<file path="src/rtl/lfaa_pkg.sv">
`timescale 1ns / 1ps
package lfaa_pkg;

  localparam int ENTRY_BITS   = 16;
  localparam int CORDIC_W     = 32;
  localparam int Q_W          = 18;
  localparam int NORM_TOP     = 29;
  localparam int PI_Q12       = 12868;
  localparam int HALF_PI_Q12  = 6434;
  localparam int INV_GAIN_Q30 = 652032874;
  localparam int INV_GAIN_W   = 30;
  localparam int TABLE_LEN    = 24;

  // atan(2^-i) in Q30
  localparam longint ATAN_Q30 [0:TABLE_LEN-1] = '{
    843314857, 497837829, 263043837, 133525159, 67021687, 33543516,
    16775851, 8388437, 4194283, 2097149, 1048576, 524288,
    262144, 131072, 65536, 32768, 16384, 8192,
    4096, 2048, 1024, 512, 256, 128
  };

  // flags that ride along the yaw chain
  typedef struct packed {
    logic need;
    logic z_zero;
    logic z_neg;
    logic x_pos;
    logic x_neg;
  } yaw_flags_t;

  // table angle rounded to nearest into the accumulator format
  function automatic int atan_step(input int i, input int frac);
    longint half;
    begin
      half = longint'(1) << (29 - frac);
      return int'((ATAN_Q30[i] + half) >>> (30 - frac));
    end
  endfunction

endpackage

</file>
<file path="src/rtl/lfaa_cordic_cell.sv">
`timescale 1ns / 1ps
module lfaa_cordic_cell #(
  parameter int IDX = 0,
  parameter int AW  = 16,
  parameter int DW  = 32,
  parameter int TW  = 1
) (
  input  logic                 clk,
  input  logic                 rst,
  input  logic                 in_valid,
  input  logic signed [DW-1:0] in_x,
  input  logic signed [DW-1:0] in_y,
  input  logic signed [AW-1:0] in_a,
  input  logic                 in_zero,
  input  logic [TW-1:0]        in_tag,
  output logic                 out_valid,
  output logic signed [DW-1:0] out_x,
  output logic signed [DW-1:0] out_y,
  output logic signed [AW-1:0] out_a,
  output logic                 out_zero,
  output logic [TW-1:0]        out_tag
);
  import lfaa_pkg::*;

  localparam logic signed [AW-1:0] STEP = AW'(atan_step(IDX, AW - 4));

  logic signed [DW-1:0] dx, dy;

  assign dx = in_y >>> IDX;
  assign dy = in_x >>> IDX;

  always_ff @(posedge clk) begin
    if (rst) begin
      out_valid <= 1'b0;
    end else begin
      out_valid <= in_valid;
    end
  end

  // rotate toward y = 0
  always_ff @(posedge clk) begin
    if (in_valid) begin
      if (!in_y[DW-1]) begin
        out_x <= in_x + dx;
        out_y <= in_y - dy;
        out_a <= in_a + STEP;
      end else begin
        out_x <= in_x - dx;
        out_y <= in_y + dy;
        out_a <= in_a - STEP;
      end
      out_zero <= in_zero;
      out_tag  <= in_tag;
    end
  end

endmodule

</file>
<file path="src/rtl/lfaa_cordic_chain.sv">
`timescale 1ns / 1ps
module lfaa_cordic_chain #(
  parameter int STAGES = 14,
  parameter int AW     = 16,
  parameter int DW     = 32,
  parameter int TW     = 1
) (
  input  logic                 clk,
  input  logic                 rst,
  input  logic                 in_valid,
  input  logic signed [DW-1:0] in_x,
  input  logic signed [DW-1:0] in_y,
  input  logic [TW-1:0]        in_tag,
  output logic                 out_valid,
  output logic signed [DW-1:0] out_mag,
  output logic signed [AW-1:0] out_ang,
  output logic [TW-1:0]        out_tag
);

  logic                 v   [0:STAGES];
  logic signed [DW-1:0] xs  [0:STAGES];
  logic signed [DW-1:0] ys  [0:STAGES];
  logic signed [AW-1:0] as_ [0:STAGES];
  logic                 zs  [0:STAGES];
  logic [TW-1:0]        ts  [0:STAGES];

  assign v[0]   = in_valid;
  assign xs[0]  = in_x;
  assign ys[0]  = in_y;
  assign as_[0] = '0;
  assign zs[0]  = (in_x == '0) && (in_y == '0);
  assign ts[0]  = in_tag;

  for (genvar i = 0; i < STAGES; i++) begin : g_cell
    lfaa_cordic_cell #(.IDX(i), .AW(AW), .DW(DW), .TW(TW)) u_cell (
      .clk      (clk),
      .rst      (rst),
      .in_valid (v[i]),
      .in_x     (xs[i]),
      .in_y     (ys[i]),
      .in_a     (as_[i]),
      .in_zero  (zs[i]),
      .in_tag   (ts[i]),
      .out_valid(v[i+1]),
      .out_x    (xs[i+1]),
      .out_y    (ys[i+1]),
      .out_a    (as_[i+1]),
      .out_zero (zs[i+1]),
      .out_tag  (ts[i+1])
    );
  end

  // zero vector gives angle 0
  assign out_valid = v[STAGES];
  assign out_mag   = xs[STAGES];
  assign out_ang   = zs[STAGES] ? '0 : as_[STAGES];
  assign out_tag   = ts[STAGES];

endmodule

</file>
<file path="config.mk">
export PLATFORM = sky130hd
export DESIGN_NAME = lfaa_cordic_chain
export DESIGN_NICKNAME = d
export VERILOG_FILES = /design/src/rtl/lfaa_pkg.sv /design/src/rtl/lfaa_cordic_cell.sv /design/src/rtl/lfaa_cordic_chain.sv
export SDC_FILE = /design/constraint.sdc
export NUM_CORES = 2
export LEC_CHECK = 0
export BUFFER_PORTS_ARGS = -buffer_cell sky130_fd_sc_hd__buf_4
export CORE_AREA = 2 2 492 494
export DETAILED_ROUTE_END_ITERATION = 10
export DIE_AREA = 0 0 494 496
export GPL_TIMING_DRIVEN = 0
export PLACE_DENSITY = 0.67
export SLEW_MARGIN = 15
export SYNTH_ARGS = -nofsm -noshare
export SYNTH_HDL_FRONTEND = slang
export SYNTH_HIERARCHICAL = 1
export SYNTH_SLANG_ARGS = --single-unit
</file>
<file path="constraint.sdc">
create_clock -name clk -period 5.2 [get_ports clk]
set_clock_uncertainty 0.1 [all_clocks]
set_input_delay 1.04 -clock clk [delete_from_list [all_inputs] [get_ports clk]]
set_output_delay 1.04 -clock clk [all_outputs]
set_load 0.01 [all_outputs]
</file>
==> flow_metrics.py <==
metrics = {
    "floorplan": {
        "design.portCount": 118,
        "fp.dieW_um": 494,
        "start_util_pct": 43.20,
        "rows": 180,
        "core_region_area_um2": 239600,
        "die-area_um2": 245000,
        "die_y_um": 496,
    },
    "setup_path": {
        "critical_path.reg2reg.endpoint": "g_cell[9].u_cell/out_x[29]",
        "worstPathArrival_ns": 5.37,
        "start_kind": "flop",
        "path_cells": "or3_1 -> nor4_1 -> a21oi_1 -> xnor2_1 -> ha_1 -> nand2_1 -> nor4_1 -> o21a_1 -> or2_1 -> o311a_1 -> o211ai_1 -> nand2_1 -> o311ai_1",
        "cp.buffers_inverters": 0,
        "crit_start": "g_cell[8].u_cell/out_y[13]",
        "timing.reg2reg.setup_slack_ns": 0.26,
        "timing.critical_path.slowest_stage_cell": "nor4_1",
        "worst_ep_required_time_ns": 5.63,
        "timing.rr.start": "g_cell[8].u_cell/out_y[13]",
        "worst-r2r-cell-count": 13,
        "crit_family": "simple AND/OR/NAND/NOR gates",
        "delay_of_the_slowest_cell_on_the_worst_path_ns": 0.74,
        "critical_path.endpoint_type": "flop",
        "path_max_fanout": 5,
        "path_class": "reg2reg",
    },
    "sta": {
        "max_freq_ghz": 0.2023,
        "rsz0062_at_grt": "true",
        "final-max-slew-violation-count": 0,
        "report.final.setup_viol": 0,
        "report.final.hold_viol_count": 0,
        "timing_worst_slew_pin_value_ns": 1.327,
        "fin_crit_sh_pct": 95.08,
        "final_period_minus_worst_setup_slack_ns": 4.944,
        "hold_ws_ns": 0.2996,
        "max-slew-margin-rel_pct": 10.79,
    },
    "power": {
        "p_int_mw": 21.89,
        "switching_share_pct": 36.87,
        "share_comb_of_total_power_pct": 38.0,
        "leakage_nw": 45.47,
        "ir_drop_v": 0.0003026,
        "p_sw_mw": 12.79,
        "cellPowerDensity_nw_per_um2": 305.2,
        "pwr-share-clk_pct": 27.5,
        "reg_power_share_pct": 34.5,
    },
    "yosys": {
        "syn_avg_cell_area_um2": 9.182,
        "synth.cell_area_um2": 103500,
        "synthCells": 11280,
        "yosysWarningCount": 6,
    },
    "layout": {
        "area.sequential_um2": 33420,
        "syn_to_final_growth_pct": 9.752,
        "multi_input_area_um2": 66910,
        "finish.net_count": 12830,
        "final_core_util_pct": 47.42,
        "num-fill-cells": 22890,
        "final_layout_size_suffix_gt1_share_pct": 6.155,
    },
    "global_route": {
        "grtUsageTotal_pct": 24.42,
        "initial_antenna_violation_count": 5,
        "grt_max_degree": 83,
        "wire_length_of_the_first_global_routing_pass_um": 475300,
        "grt_remaining_overflow": 0,
        "number_of_global_route_vias_before_repair": 82900,
    },
    "cts": {
        "htree_num_levels": 4,
        "clock_buffers_created_by_tritoncts": 134,
        "cts_max_path_buffers": 3,
        "clock-root-buffer": "clkbuf_16",
        "clkTransAtPathRegs_ns": 0.06,
        "tritoncts_clock_tree": "yes",
        "clkSinkCount": 1116,
        "clock_latency_ns": 0.82,
        "cts_hold_repair.buffers": 0,
    },
    "flow_run": {
        "max-cap-violations": 0,
    },
    "routing": {
        "via_count": 88100,
        "detail_route.iter0.violations": 8157,
        "drt-vias-per-instance": 5.925,
        "final_antenna_net_count": 0,
        "wl_per_cell_um": 20.89,
        "routed_wire_length_um": 310600,
        "remaining_drc_errors": 0,
        "drtPass1Iterations": 6,
    },
    "min_path": {
        "whs_endpoint": "g_cell[6].u_cell/out_a[4]",
        "worst_hold_path_type": "reg2reg",
        "hold_path_startpoint": "g_cell[5].u_cell/out_a[4]",
        "worstHoldPathCells": 0,
    },
    "status": {
        "run_status": "complete, no violations",
    },
    "place": {
        "detailedPlacementHpwl_um": 252900,
        "gp_congestion": 0.9528,
        "buffer_ports.inserted": 117,
    },
}
[area by class of cell]
| class | count | area share, % |
|---|---|---|
| Antenna cell | 2 | 0.004405 |
| Buffer | 308 | 1.146 |
| Multi-Input combinational cell | 9311 | 58.89 |
| Clock buffer | 153 | 3.042 |
| Timing Repair Buffer | 146 | 1.187 |
| Tap cell | 3185 | 3.507 |
| Clock inverter | 92 | 0.9746 |
| Inverter | 556 | 1.840 |
| Sequential cell | 1116 | 29.41 |
[per-stage QoR]
step                TNS [ns]  cell area [um2]  setup slack [ns]  instances  power (mW)
finish                     0           113600            0.2559      14870       34.68
global route        -0.02202           113600          -0.02202      14870       36.65
CTS                        0           113500           0.05583      14860       34.82
detailed placement    -1.085           108800           -0.1887      14610       25.07
global placement     -0.5121           108500           -0.1188      14590       24.94
floorplan                  0           103600             1.070      11290       21.56
[power by group through the flow]
stage	Clock, mW	Sequential [mW]	Combinational (mW)
3_5_place_dp	0	12.1	12.9
2_1_floorplan	0	11.8	9.73
5_1_grt	10.2	12.0	14.5
6_report	9.55	12.0	13.2
4_1_cts	9.81	11.9	13.1
3_3_place_gp	0	12.2	12.8
[routing by layer]
layer,GRT usage (%),wire length (um),vias to the layer above
li1,-,-,42350
met1,34.57,143300,42510
met2,38.87,139900,2795
met3,3.041,18710,442
met4,7.270,8680,4
met5,0,33,-
[timing repair]
action,CTS,global route
pin swaps,0,2
gates resized for setup,5,24
buffers inserted,5,11
setup endpoints to repair,18,37
[worst register-to-register path: cells and delay by family (launching register included)]
kind	cells	cell delay (ns)
fa+ha+maj	1	0.36
simple gates	6	1.80
compound gates	5	1.71
flops	1	0.52
xor+xnor	1	0.18
[layout by cell type, fill, tap and decap left out, types with 45 or more instances in the layout]
cell and count:
and2_1 81, o21a_1 119, clkbuf_1 253, nor2_1 1015, o211ai_1 79, a21oi_1 1186, o31ai_1 45, o21ai_0 435
buf_4 135, nor4_1 100, edfxtp_1 1102, xnor2_1 920, a31oi_1 150, nor2b_1 163, and3_1 129, nand3_1 208
clkbuf_16 135, nand4_1 148, a21o_1 457, nand2_1 639, o21ai_1 123, nor3_1 288, a211oi_1 111, or3_1 59
nand2b_1 94, inv_1 536, o21bai_1 140, xor2_1 544, ha_1 1145
[worst max-delay path by stage]
stage	endpoint	slack [ns]	cells after the start
after floorplan	g_cell[2].u_cell/out_y[31]	1.07	16
after CTS	g_cell[5].u_cell/out_y[30]	0.06	12
after global routing	g_cell[5].u_cell/out_y[28]	-0.02	13
after global placement	g_cell[11].u_cell/out_y[26]	-0.12	14
final	g_cell[9].u_cell/out_x[29]	0.26	13
after detailed placement	g_cell[11].u_cell/out_y[26]	-0.19	14
[flip-flops by register name, indices dropped and copies added, names as in the netlist]
signal and count:
g_cell.u_cell/out_zero 14, g_cell.u_cell/out_x 447, g_cell.u_cell/out_a 224, g_cell.u_cell/out_y 403
g_cell.u_cell/out_tag 14, g_cell.u_cell/out_valid 14
No activity file was read; power rests on OpenSTA's default activity.
